===== config.mk =====
export PLATFORM = sky130hd
export DESIGN_NAME = chunked_block_fetch_engine_core
export DESIGN_NICKNAME = d
export VERILOG_FILES = /design/src/cbfe_pkg.sv /design/src/chunked_block_fetch_engine_core.sv /design/src/cbfe_ram.sv /design/src/cbfe_outq.sv /design/src/cbfe_ctrl.sv
export SDC_FILE = /design/constraint.sdc
export NUM_CORES = 2
export LEC_CHECK = 0
export ABC_AREA = 1
export BUFFER_PORTS_ARGS = -buffer_cell sky130_fd_sc_hd__clkbuf_2
export CAP_MARGIN = 30
export CORE_ASPECT_RATIO = 2
export CORE_MARGIN = 1.5
export CORE_UTILIZATION = 45
export CTS_CLUSTER_DIAMETER = 120
export DETAILED_ROUTE_END_ITERATION = 7
export PLACE_DENSITY = 0.61
export RECOVER_POWER = 50
export SLEW_MARGIN = 20
export SYNTH_ARGS = -nofsm -noshare
export SYNTH_HDL_FRONTEND = slang
export SYNTH_SLANG_ARGS = --single-unit

===== constraint.sdc =====
create_clock -name i_clk -period 6.75 [get_ports i_clk]
set_input_delay 1.0125 -clock i_clk [delete_from_list [all_inputs] [get_ports i_clk]]
set_output_delay 1.0125 -clock i_clk [all_outputs]
set_load 0.03 [all_outputs]

===== src/cbfe_pkg.sv =====
// Shared types, codes and constants of the chunked block fetch engine.
`timescale 1ns / 1ps

package cbfe_pkg;

    // Descriptor ring depth default
    localparam int RING_DEPTH_DEF = 10;

    // Result queue depth (power of two, at least two)
    localparam int OQ_DEPTH = 4;

    // Configuration port
    localparam int CFG_IDX_W  = 3;
    localparam int CFG_DATA_W = 32;

    localparam logic [CFG_IDX_W-1:0] CFG_SAVE_MAX_SIZE     = 3'd0;
    localparam logic [CFG_IDX_W-1:0] CFG_READ_CHUNK_LENGTH = 3'd1;
    localparam logic [CFG_IDX_W-1:0] CFG_ACK_TIMEOUT_S     = 3'd2;
    localparam logic [CFG_IDX_W-1:0] CFG_MAX_REQUESTS      = 3'd3;
    localparam logic [CFG_IDX_W-1:0] CFG_SAVE_ENABLED      = 3'd4;

    // Register reset values
    localparam logic [31:0] SAVE_MAX_SIZE_RST     = 32'd65536;
    localparam logic [15:0] READ_CHUNK_LENGTH_RST = 16'd512;
    localparam logic [7:0]  ACK_TIMEOUT_S_RST     = 8'd5;
    localparam logic [7:0]  MAX_REQUESTS_RST      = 8'd60;

    // Length of the "#!AMR\n" file header in bytes
    localparam logic [15:0] HDR_LEN = 16'd6;

    // Input item kinds
    localparam logic [1:0] KIND_POLL  = 2'd0;
    localparam logic [1:0] KIND_DESC  = 2'd1;
    localparam logic [1:0] KIND_CHUNK = 2'd2;
    localparam logic [1:0] KIND_CLEAR = 2'd3;

    // Result actions
    localparam logic [2:0] ACT_NONE      = 3'd0;
    localparam logic [2:0] ACT_READ_REQ  = 3'd1;
    localparam logic [2:0] ACT_SAVE_HDR  = 3'd2;
    localparam logic [2:0] ACT_SAVE_DATA = 3'd3;
    localparam logic [2:0] ACT_FINISHED  = 3'd4;

    // Descriptor: block number over block length
    localparam int DESC_W = 24;

    typedef struct packed {
        logic [31:0] file_size;
        logic [15:0] request_length;
        logic [31:0] offset;
        logic [7:0]  request_block;
        logic [2:0]  action;
        logic        last;
    } t_result;

    // Results produced by one accepted transaction
    typedef struct packed {
        logic    valid;
        logic    dual;
        t_result first;
        t_result second;
    } t_res_push;

endpackage


===== src/chunked_block_fetch_engine_core.sv =====
// Top level of the chunked block fetch engine: stream ports, control and result queue.
`timescale 1ns / 1ps
// Latency: results of a transaction sit in the output queue the cycle after it is accepted.
// Throughput: one input transaction per cycle; a chunk that needs a header save yields two
//   results, and the output side drains one result per cycle from a four-entry queue.
// Input ready drops while fewer than two queue entries are free.
// Reset (synchronous, active low) clears control state and loads register defaults;
//   the descriptor RAM is not cleared and needs no clearing pass.

module chunked_block_fetch_engine_core #(
    parameter int RING_DEPTH = cbfe_pkg::RING_DEPTH_DEF
) (
    input  logic                            i_clk,
    input  logic                            i_rst_n,
    // Input stream
    input  logic                            i_s_axis_tvalid,
    output logic                            o_s_axis_tready,
    // elapsed_s[15:0], block_index[23:16], length[39:24], header_present[40], zero pad
    input  logic [47:0]                     i_s_axis_tdata,
    // kind[1:0]
    input  logic [1:0]                      i_s_axis_tuser,
    // Result stream
    output logic                            o_m_axis_tvalid,
    input  logic                            i_m_axis_tready,
    // action[2:0], request_block[10:3], offset[42:11], request_length[58:43],
    // file_size[90:59], zero pad
    output logic [95:0]                     o_m_axis_tdata,
    output logic                            o_m_axis_tlast,
    // Configuration write port
    input  logic                            i_cfg_we,
    input  logic [cbfe_pkg::CFG_IDX_W-1:0]  i_cfg_index,
    input  logic [cbfe_pkg::CFG_DATA_W-1:0] i_cfg_wdata
);

    import cbfe_pkg::*;

    logic      in_accept;
    t_res_push push;
    t_result   out_res;
    logic      q_ready;

    // A transaction is taken only when the queue can hold both of its possible results
    assign o_s_axis_tready = q_ready;
    assign in_accept       = i_s_axis_tvalid && q_ready;

    cbfe_ctrl #(
        .RING_DEPTH (RING_DEPTH)
    ) u_ctrl (
        .i_clk            (i_clk),
        .i_rst_n          (i_rst_n),
        .i_accept         (in_accept),
        .i_kind           (i_s_axis_tuser),
        .i_elapsed_s      (i_s_axis_tdata[15:0]),
        .i_block_index    (i_s_axis_tdata[23:16]),
        .i_length         (i_s_axis_tdata[39:24]),
        .i_header_present (i_s_axis_tdata[40]),
        .i_cfg_we         (i_cfg_we),
        .i_cfg_index      (i_cfg_index),
        .i_cfg_wdata      (i_cfg_wdata),
        .o_push           (push)
    );

    // Output queue decouples the result side so input keeps flowing under short stalls
    cbfe_outq u_outq (
        .i_clk       (i_clk),
        .i_rst_n     (i_rst_n),
        .i_push      (push),
        .o_ready     (q_ready),
        .o_valid     (o_m_axis_tvalid),
        .o_data      (out_res),
        .i_pop_ready (i_m_axis_tready)
    );

    // Pack the result fields, lowest field in the lowest bits
    assign o_m_axis_tdata = {5'd0,
                             out_res.file_size,
                             out_res.request_length,
                             out_res.offset,
                             out_res.request_block,
                             out_res.action};
    assign o_m_axis_tlast = out_res.last;

endmodule


===== src/cbfe_ram.sv =====
// Generic single-write, single-read synchronous RAM with registered read data.
`timescale 1ns / 1ps

module cbfe_ram #(
    parameter int WIDTH = 8,
    parameter int DEPTH = 16
) (
    input  logic                             i_clk,
    input  logic                             i_we,
    input  logic [$clog2(DEPTH)-1:0]         i_waddr,
    input  logic [WIDTH-1:0]                 i_wdata,
    input  logic [$clog2(DEPTH)-1:0]         i_raddr,
    output logic [WIDTH-1:0]                 o_rdata
);

    logic [WIDTH-1:0] r_mem [DEPTH];
    logic [WIDTH-1:0] r_rdata;

    always_ff @(posedge i_clk) begin
        if (i_we) begin
            r_mem[i_waddr] <= i_wdata;
        end
        r_rdata <= r_mem[i_raddr];
    end

    assign o_rdata = r_rdata;

endmodule


===== src/cbfe_outq.sv =====
// Result queue: takes up to two results per cycle, hands out one per cycle.
`timescale 1ns / 1ps

module cbfe_outq (
    input  logic                i_clk,
    input  logic                i_rst_n,
    input  cbfe_pkg::t_res_push i_push,
    output logic                o_ready,
    output logic                o_valid,
    output cbfe_pkg::t_result   o_data,
    input  logic                i_pop_ready
);

    import cbfe_pkg::*;

    localparam int IDX_W = $clog2(OQ_DEPTH);

    t_result          r_q [OQ_DEPTH];
    logic [IDX_W-1:0] r_head;
    logic [IDX_W:0]   r_count;
    logic [IDX_W-1:0] n_head;
    logic [IDX_W:0]   n_count;
    logic [IDX_W-1:0] tail;
    logic [IDX_W-1:0] tail_next;
    logic [IDX_W:0]   push_n;
    logic             pop;

    assign pop       = (r_count != '0) && i_pop_ready;
    assign tail      = r_head + r_count[IDX_W-1:0];
    assign tail_next = tail + IDX_W'(1);

    always_comb begin
        push_n = '0;
        if (i_push.valid) begin
            push_n = i_push.dual ? (IDX_W+1)'(2) : (IDX_W+1)'(1);
        end
        n_head  = pop ? r_head + IDX_W'(1) : r_head;
        n_count = r_count + push_n - (IDX_W+1)'(pop);
    end

    always_ff @(posedge i_clk) begin
        if (!i_rst_n) begin
            r_head  <= '0;
            r_count <= '0;
        end else begin
            r_head  <= n_head;
            r_count <= n_count;
        end
    end

    always_ff @(posedge i_clk) begin
        if (i_push.valid) begin
            r_q[tail] <= i_push.first;
        end
        if (i_push.valid && i_push.dual) begin
            r_q[tail_next] <= i_push.second;
        end
    end

    // Keep room for a two-result transaction
    assign o_ready = (r_count <= (IDX_W+1)'(OQ_DEPTH - 2));
    assign o_valid = (r_count != '0);
    assign o_data  = r_q[r_head];

    a_count_bound: assert property (@(posedge i_clk) disable iff (!i_rst_n)
        r_count <= (IDX_W+1)'(OQ_DEPTH))
        else $error("result queue count above depth");

    a_push_room: assert property (@(posedge i_clk) disable iff (!i_rst_n)
        i_push.valid |-> r_count <= (IDX_W+1)'(OQ_DEPTH - 2))
        else $error("results pushed without room for two");

    a_pop_only: assert property (@(posedge i_clk) disable iff (!i_rst_n)
        (pop && !i_push.valid) |=> r_count == $past(r_count) - (IDX_W+1)'(1))
        else $error("result queue count lost track on pop");

endmodule


===== src/cbfe_ctrl.sv =====
// Fetch control: descriptor ring in RAM, poll state machine, chunk accounting.
`timescale 1ns / 1ps

module cbfe_ctrl #(
    parameter int RING_DEPTH = cbfe_pkg::RING_DEPTH_DEF
) (
    input  logic                             i_clk,
    input  logic                             i_rst_n,
    input  logic                             i_accept,
    input  logic [1:0]                       i_kind,
    input  logic [15:0]                      i_elapsed_s,
    input  logic [7:0]                       i_block_index,
    input  logic [15:0]                      i_length,
    input  logic                             i_header_present,
    input  logic                             i_cfg_we,
    input  logic [cbfe_pkg::CFG_IDX_W-1:0]   i_cfg_index,
    input  logic [cbfe_pkg::CFG_DATA_W-1:0]  i_cfg_wdata,
    output cbfe_pkg::t_res_push              o_push
);

    import cbfe_pkg::*;

    localparam int PTR_W = $clog2(RING_DEPTH);
    localparam logic [PTR_W-1:0] PTR_LAST = PTR_W'(RING_DEPTH - 1);

    localparam logic [1:0] ST_IDLE = 2'd0;
    localparam logic [1:0] ST_GET  = 2'd1;
    localparam logic [1:0] ST_WAIT = 2'd2;
    localparam logic [1:0] ST_END  = 2'd3;

    // Configuration registers
    logic [31:0] r_save_max_size;
    logic [15:0] r_read_chunk_length;
    logic [7:0]  r_ack_timeout_s;
    logic [7:0]  r_max_requests;
    logic        r_save_enabled;

    // Fetch state
    logic [1:0]        r_state, n_state;
    logic [PTR_W-1:0]  r_wr_ptr, n_wr_ptr;
    logic [PTR_W-1:0]  r_rd_ptr, n_rd_ptr;
    logic [DESC_W-1:0] r_cur_desc, n_cur_desc;
    logic [15:0]       r_bytes_got, n_bytes_got;
    logic [15:0]       r_exp_len, n_exp_len;
    logic              r_end_flag, n_end_flag;
    logic              r_ack_flag, n_ack_flag;
    logic [7:0]        r_req_count, n_req_count;
    logic [7:0]        r_timeout_left, n_timeout_left;
    logic [31:0]       r_file_offset, n_file_offset;
    logic [31:0]       r_file_bytes, n_file_bytes;

    // Ring RAM and write forwarding
    logic              ram_we;
    logic [DESC_W-1:0] ram_wdata;
    logic [DESC_W-1:0] ram_rdata;
    logic              r_fwd_hit;
    logic [DESC_W-1:0] r_fwd_data;
    logic [DESC_W-1:0] ring_desc;

    // Datapath helpers
    logic [7:0]  cur_blk;
    logic [15:0] cur_len;
    logic [7:0]  tl_dec;
    logic [31:0] room;
    logic        hdr_ins;
    logic [31:0] fo_base;
    logic [32:0] fo_sum;
    logic [31:0] fo_data;
    logic [32:0] fb_hdr_sum;
    logic [31:0] fb_hdr;
    logic [16:0] fb_addend;
    logic [32:0] fb_sum;
    logic [31:0] fb_data;
    logic [16:0] bg_sum;

    t_result res_first;
    t_result res_second;
    logic    res_dual;

    cbfe_ram #(
        .WIDTH (DESC_W),
        .DEPTH (RING_DEPTH)
    ) u_ring (
        .i_clk   (i_clk),
        .i_we    (ram_we),
        .i_waddr (r_wr_ptr),
        .i_wdata (ram_wdata),
        .i_raddr (n_rd_ptr),
        .o_rdata (ram_rdata)
    );

    assign ram_we    = i_accept && (i_kind == KIND_DESC);
    assign ram_wdata = {i_block_index, i_length};
    assign ring_desc = r_fwd_hit ? r_fwd_data : ram_rdata;

    assign cur_blk = r_cur_desc[23:16];
    assign cur_len = r_cur_desc[15:0];

    // Saturating datapath terms
    always_comb begin
        tl_dec = ({8'd0, r_timeout_left} <= i_elapsed_s) ? 8'd0
                                                         : r_timeout_left - i_elapsed_s[7:0];
        room = (r_save_max_size >= {16'd0, r_exp_len}) ?
               r_save_max_size - {16'd0, r_exp_len} : 32'd0;

        hdr_ins    = (r_file_offset == 32'd0) && !i_header_present;
        fo_base    = hdr_ins ? {16'd0, HDR_LEN} : r_file_offset;
        fo_sum     = {1'b0, fo_base} + {17'd0, i_length};
        fo_data    = fo_sum[32] ? '1 : fo_sum[31:0];
        fb_hdr_sum = {1'b0, r_file_bytes} + {17'd0, HDR_LEN};
        fb_hdr     = fb_hdr_sum[32] ? '1 : fb_hdr_sum[31:0];
        fb_addend  = {1'b0, i_length} + (hdr_ins ? {1'b0, HDR_LEN} : 17'd0);
        fb_sum     = {1'b0, r_file_bytes} + {16'd0, fb_addend};
        fb_data    = fb_sum[32] ? '1 : fb_sum[31:0];
        bg_sum     = {1'b0, r_bytes_got} + {1'b0, i_length};
    end

    // Next state and results of the accepted transaction
    always_comb begin
        n_state        = r_state;
        n_wr_ptr       = r_wr_ptr;
        n_rd_ptr       = r_rd_ptr;
        n_cur_desc     = r_cur_desc;
        n_bytes_got    = r_bytes_got;
        n_exp_len      = r_exp_len;
        n_end_flag     = r_end_flag;
        n_ack_flag     = r_ack_flag;
        n_req_count    = r_req_count;
        n_timeout_left = r_timeout_left;
        n_file_offset  = r_file_offset;
        n_file_bytes   = r_file_bytes;

        res_first            = '0;
        res_first.action     = ACT_NONE;
        res_first.file_size  = r_file_bytes;
        res_first.last       = 1'b1;
        res_second           = '0;
        res_second.last      = 1'b1;
        res_dual             = 1'b0;

        if (i_accept) begin
            unique case (i_kind)
                KIND_POLL: begin
                    n_timeout_left = tl_dec;
                    unique case (r_state)
                        ST_IDLE: begin
                            if (r_rd_ptr != r_wr_ptr) begin
                                n_cur_desc  = ring_desc;
                                n_bytes_got = 16'd0;
                                n_end_flag  = 1'b0;
                                n_req_count = 8'd0;
                                n_state     = ST_GET;
                            end
                        end
                        ST_GET: begin
                            n_ack_flag                = 1'b0;
                            n_exp_len                 = r_read_chunk_length;
                            res_first.action          = ACT_READ_REQ;
                            res_first.request_block   = cur_blk;
                            res_first.offset          = {16'd0, r_bytes_got};
                            res_first.request_length  = r_read_chunk_length;
                            n_timeout_left            = r_ack_timeout_s;
                            if (r_req_count != 8'hFF) begin
                                n_req_count = r_req_count + 8'd1;
                            end
                            n_state = ST_WAIT;
                        end
                        ST_WAIT: begin
                            if (r_ack_flag || (tl_dec == 8'd0)) begin
                                if ((r_bytes_got >= cur_len) || r_end_flag) begin
                                    n_state = ST_END;
                                end else begin
                                    n_state = (r_file_offset < room) ? ST_GET : ST_END;
                                end
                            end else if (r_req_count > r_max_requests) begin
                                // give up on this block
                                n_req_count = 8'd0;
                                n_state     = ST_END;
                            end
                        end
                        ST_END: begin
                            n_rd_ptr = (r_rd_ptr == PTR_LAST) ? '0 : r_rd_ptr + PTR_W'(1);
                            n_state  = ST_IDLE;
                            res_first.action        = ACT_FINISHED;
                            res_first.request_block = cur_blk;
                        end
                        default: n_state = ST_IDLE;
                    endcase
                end
                KIND_DESC: begin
                    if (r_wr_ptr == PTR_LAST) begin
                        n_wr_ptr = '0;
                        // overwrite the oldest entry
                        if (r_rd_ptr == '0) begin
                            n_rd_ptr = PTR_W'(1);
                        end
                    end else begin
                        n_wr_ptr = r_wr_ptr + PTR_W'(1);
                    end
                end
                KIND_CHUNK: begin
                    n_bytes_got = bg_sum[16] ? 16'hFFFF : bg_sum[15:0];
                    n_end_flag  = (i_length < r_exp_len);
                    n_ack_flag  = 1'b1;
                    if (r_save_enabled) begin
                        n_file_offset = fo_data;
                        n_file_bytes  = fb_data;
                    end else begin
                        n_file_offset = fo_base;
                        n_file_bytes  = hdr_ins ? fb_hdr : r_file_bytes;
                    end
                    if (r_save_enabled && hdr_ins) begin
                        res_dual                  = 1'b1;
                        res_first.action          = ACT_SAVE_HDR;
                        res_first.offset          = r_file_offset;
                        res_first.request_length  = HDR_LEN;
                        res_first.file_size       = fb_hdr;
                        res_first.last            = 1'b0;
                        res_second.action         = ACT_SAVE_DATA;
                        res_second.offset         = fo_base;
                        res_second.request_length = i_length;
                        res_second.file_size      = fb_data;
                    end else if (r_save_enabled) begin
                        res_first.action          = ACT_SAVE_DATA;
                        res_first.offset          = fo_base;
                        res_first.request_length  = i_length;
                        res_first.file_size       = fb_data;
                    end else begin
                        res_first.file_size       = n_file_bytes;
                    end
                end
                KIND_CLEAR: begin
                    n_wr_ptr            = '0;
                    n_rd_ptr            = '0;
                    n_state             = ST_IDLE;
                    n_bytes_got         = 16'd0;
                    n_exp_len           = 16'd0;
                    n_end_flag          = 1'b0;
                    n_ack_flag          = 1'b0;
                    n_file_offset       = 32'd0;
                    n_file_bytes        = 32'd0;
                    res_first.file_size = 32'd0;
                end
                default: n_state = r_state;
            endcase
        end
    end

    always_comb begin
        o_push.valid  = i_accept;
        o_push.dual   = res_dual;
        o_push.first  = res_first;
        o_push.second = res_second;
    end

    always_ff @(posedge i_clk) begin
        if (!i_rst_n) begin
            r_state        <= ST_IDLE;
            r_wr_ptr       <= '0;
            r_rd_ptr       <= '0;
            r_cur_desc     <= '0;
            r_bytes_got    <= '0;
            r_exp_len      <= '0;
            r_end_flag     <= 1'b0;
            r_ack_flag     <= 1'b0;
            r_req_count    <= '0;
            r_timeout_left <= '0;
            r_file_offset  <= '0;
            r_file_bytes   <= '0;
            r_fwd_hit      <= 1'b0;
        end else begin
            r_state        <= n_state;
            r_wr_ptr       <= n_wr_ptr;
            r_rd_ptr       <= n_rd_ptr;
            r_cur_desc     <= n_cur_desc;
            r_bytes_got    <= n_bytes_got;
            r_exp_len      <= n_exp_len;
            r_end_flag     <= n_end_flag;
            r_ack_flag     <= n_ack_flag;
            r_req_count    <= n_req_count;
            r_timeout_left <= n_timeout_left;
            r_file_offset  <= n_file_offset;
            r_file_bytes   <= n_file_bytes;
            // forward a write that lands on the entry being read
            r_fwd_hit      <= ram_we && (r_wr_ptr == n_rd_ptr);
        end
    end

    always_ff @(posedge i_clk) begin
        r_fwd_data <= ram_wdata;
    end

    always_ff @(posedge i_clk) begin
        if (!i_rst_n) begin
            r_save_max_size     <= SAVE_MAX_SIZE_RST;
            r_read_chunk_length <= READ_CHUNK_LENGTH_RST;
            r_ack_timeout_s     <= ACK_TIMEOUT_S_RST;
            r_max_requests      <= MAX_REQUESTS_RST;
            r_save_enabled      <= 1'b1;
        end else if (i_cfg_we) begin
            unique case (i_cfg_index)
                CFG_SAVE_MAX_SIZE:     r_save_max_size     <= i_cfg_wdata;
                CFG_READ_CHUNK_LENGTH: r_read_chunk_length <= i_cfg_wdata[15:0];
                CFG_ACK_TIMEOUT_S:     r_ack_timeout_s     <= i_cfg_wdata[7:0];
                CFG_MAX_REQUESTS:      r_max_requests      <= i_cfg_wdata[7:0];
                CFG_SAVE_ENABLED:      r_save_enabled      <= i_cfg_wdata[0];
                default:               r_save_enabled      <= r_save_enabled;
            endcase
        end
    end

    a_ptr_range: assert property (@(posedge i_clk) disable iff (!i_rst_n)
        (r_wr_ptr <= PTR_LAST) && (r_rd_ptr <= PTR_LAST))
        else $error("ring pointer beyond ring depth");

    a_end_to_idle: assert property (@(posedge i_clk) disable iff (!i_rst_n)
        (i_accept && (i_kind == KIND_POLL) && (r_state == ST_END)) |=> r_state == ST_IDLE)
        else $error("poll in end state did not return to idle");

    a_dual_chunk: assert property (@(posedge i_clk) disable iff (!i_rst_n)
        o_push.dual |-> (o_push.valid && (i_kind == KIND_CHUNK) && r_save_enabled))
        else $error("two results outside a saved chunk");

endmodule

==> impl_results.md <==
- Status: finished, violations left
- Failing checks: DRC, capacitance limit, slew limit
- Via count: 39,800
- Final RePlAce weighted congestion: 1.04
- Worst r2r src: u_outq.r_count[1]
- PortBufs: 176
- Clk_skew: 0.0369 ns
- Vias per cell: 5.74
- CP Launch Type: flop
- RSZ-0062 raised after global routing: false
- Antenna violations before repair: 8
- WHS Endpoint: u_outq.r_q[1][6]
- Hold Vio Cnt, Final: 0
- Stages on worst setup path: 12
- Setup Crit Path Kind: flop to flop
- Die width: 229 um
- EDFF count, synth: 568
- Total Wirelength: 161,000 um
- Simple-Gate Fraction of Synth Area: 19.1%
- # IOs: 189
- Ratio of cells with drive above 1 in the final layout: 9.19%
- Gr usage total: 30.6%
- Sw Share: 35.8%
- Sequential power share: 42.0%
- Top cells by area, synth: edfxtp_1, dfxtp_1, nand2_1
- Num Clock Sinks: 877
- Core Rows: 165
- Hold path startpoint: u_outq.r_q[1][6]
- Final setup TNS: 0 ns
- Chip height: 454 um
- Layout net count: 5,770
- Post-CTS sizing: 0
- Crit-path leading delay family: buffers and inverters
- Largest net degree at the start of global routing: 95
- Syn Std Cell Area: 0.0459 mm2
- Final Cycle Share: 94.5%
- HP Class: flop to flop
- Min-Delay Path Depth: 2
- CP Capture Type: flop
- Synth Area in Adders: 4.67%
- Post-Syn Instances: 5,412
- Area delta synth->final: 11.3%
- Reg2reg setup slack: 0.37 ns
- DRC errors left: 1
- Postcts setup bufs: 0
- Top-area cell type share of the netlist area: 37.2%
- DP Area: 0.0485 mm2
- Drt wl/cell: 23.3 um
- Worst VDD drop: 0.213 mV
- Lkg Pwr: 19.8 nW
- Clk Latency, worst-skew pair: 0.71 ns
- CP cell instances: a21oi_1, nand2_1, clkbuf_1, clkinv_1, clkbuf_1, o21ai_4, buf_4, nand2_1, a21boi_0, nand2_1, nand2_1, nand2_1
- #FFs+latches synth: 877
- Worst EP arrival: 6.80 ns
- YS warnings: 0
- Register area share after synthesis: 50.7%
- Synthesized area per cell: 8.47 um2
- Clock Path Buffers: 3
- Final min period: 6.38 ns
- Main combinational cell family by area after synthesis: simple AND/OR/NAND/NOR gates
- Bufs and invs on worst path: 4
- Slew headroom: -91.2%
- Core area: 0.101 mm2
- Top_reg_cell synth: edfxtp_1
- Critical Path RT: 7.17 ns
- Commonest cells post-synth: nand2_1, nor2_1, edfxtp_1
- Asr flop ratio synth: 0%
- Clk pwr share: 30.8%
- 1st-iter DRT viols: 2,994
- R2R depth: 12
- Root cell of the clock tree: clkbuf_16
- Most used cell, CP: nand2_1
- Global route total overflow: 0
- Finished Cell Area: 0.0510 mm2
- Pre-antenna DRT Iters: 8
- Clock slew at reported path FFs: 0.08 ns
- Die area: 0.104 mm2
- DP Worst Slack: 0.297 ns
- Most common cell in the netlist: nand2_1
- Internal: 9.87 mW
- Inserted Clock Buffers: 81
- Synth Area in XOR/XNOR: 1.72%
- Mux cell area share after synthesis: 0%
- Initial Util: 45.4%
- Distinct cells, synth: 65
- Dpl hpwl: 113,000 um
- Slowest CP cell: clkbuf_1
- Synth area leader: edfxtp_1
- CTS tree: built
- Antenna Violating Nets Remaining: 0
- Post-synthesis compound-gate area fraction: 17.3%
- Number of global-route vias before repair: 38,200
- Max Freq: 157 MHz
- PwrDens: 301 mW/mm2
- Core Util, Final: 50.6%
- Net switching power: 5.51 mW
- H-tree level count: 3
- Max Cap Viol: 17
- CP Max Fanout: 50
- Slew Viols, Final: 577
- First-pass GRT wire length: 237,000 um
- CP peak stage delay: 1.69 ns
- R2r endpoint: u_outq.r_q[1][77]
- Count of final setup violators: 0
- PnR worst setup slack: 0.371 ns
- Hold buffer count at CTS: 0
- Logic pwr share: 27.3%
- Worst setup path startpoint: u_outq.r_count[1]
- Tot Pwr: 15.4 mW
- Slew @ Worst Pin: 2.87 ns
==> metrics by stage <==
step | std cells | hold slack, ns
2_1_floorplan | 5416 | 0.429
3_3_place_gp | 6758 | 0.439
3_5_place_dp | 6764 | 0.446
4_1_cts | 6916 | 0.461
5_1_grt | 6919 | 0.482
6_report | 6924 | 0.459
==> cell families (layout without fill, tap and decap cells) <==
family                   after synthesis  count (layout)
flip-flops                           877             877
other                                  1              11
buffers and inverters                763             929
AND/OR/NAND/NOR                     2114            2114
XOR/XNOR                              90              90
adder cells (fa/ha/maj)              167             167
AO/OA/AOI/OAI                       1400            1400
==> worst max-delay path by stage <==
stage | end | slack, ns
after floorplan | u_outq.r_q[0][61] | 0.97
after global placement | u_outq.r_q[2][69] | 0.44
after detailed placement | u_outq.r_q[2][65] | 0.30
after CTS | u_outq.r_q[2][65] | 0.65
after global routing | u_outq.r_q[2][65] | 0.03
final | u_outq.r_q[1][77] | 0.37
==> tightest hold or removal path, cell delays in order, from the launching register on <==
cell	delay (ns)
dfxtp_1	0.31
nand2_1	0.06
a21oi_1	0.05
==> flip-flops by register name, summed over array words and instances, names as in the netlist, 16 cells and up, named ones only <==
register	count
u_ctrl.r_read_chunk_length	16
u_ctrl.r_file_bytes	32
u_ctrl.r_file_offset	32
u_ctrl.r_exp_len	16
u_ctrl.r_bytes_got	16
u_ctrl.r_fwd_data	24
u_ctrl.r_cur_desc	24
u_ctrl.u_ring.o_rdata	24
u_outq.r_q	368
u_ctrl.r_save_max_size	32
u_ctrl.u_ring.r_mem	240
==> cells in the final DEF (no fill, tap or decap), types with 17 or more instances in the layout <==
master,count
nand3_1,223
ha_1,160
inv_1,415
nand4_1,48
xor2_1,67
a211oi_1,72
a21oi_1,411
nand2_1,1065
o211ai_1,58
edfxtp_1,568
inv_2,31
nor2_1,623
or2_2,28
clkinv_1,18
nor3_1,39
clkbuf_1,76
nor4_1,32
buf_4,98
o22ai_1,171
clkbuf_2,153
xnor2_1,23
o21ai_1,121
o221ai_1,17
clkbuf_16,83
o21ai_0,460
dfxtp_1,306
==> cell type report <==
type                            instances  area (um2)
Fill cell                            9551       49900
Sequential cell                       877       23200
Multi-Input combinational cell       3776       19700
Clock buffer                          105        2210
Timing Repair Buffer                  321        1940
Inverter                              456        1720
Tap cell                             1336        1670
Clock inverter                         47         497
Antenna cell                            6        15.0
==> power groups by stage <==
stage	combinational (mW)	clock [mW]	sequential (mW)
floorplan	2.52	0	6.54
global placement	4.14	0	6.55
detailed placement	4.19	0	6.56
CTS	4.20	4.82	6.44
global route	4.46	5.00	6.49
finish	4.19	4.73	6.45
==> routing by layer <==
metal / share of wire, % / GRT usage (%)
met5: 0.030 / 0
met4: 9.8 / 25.6
met3: 6.1 / 4.96
met2: 50 / 54.6
met1: 34 / 31.2
Note: power is estimated with default switching activity, not from simulation.
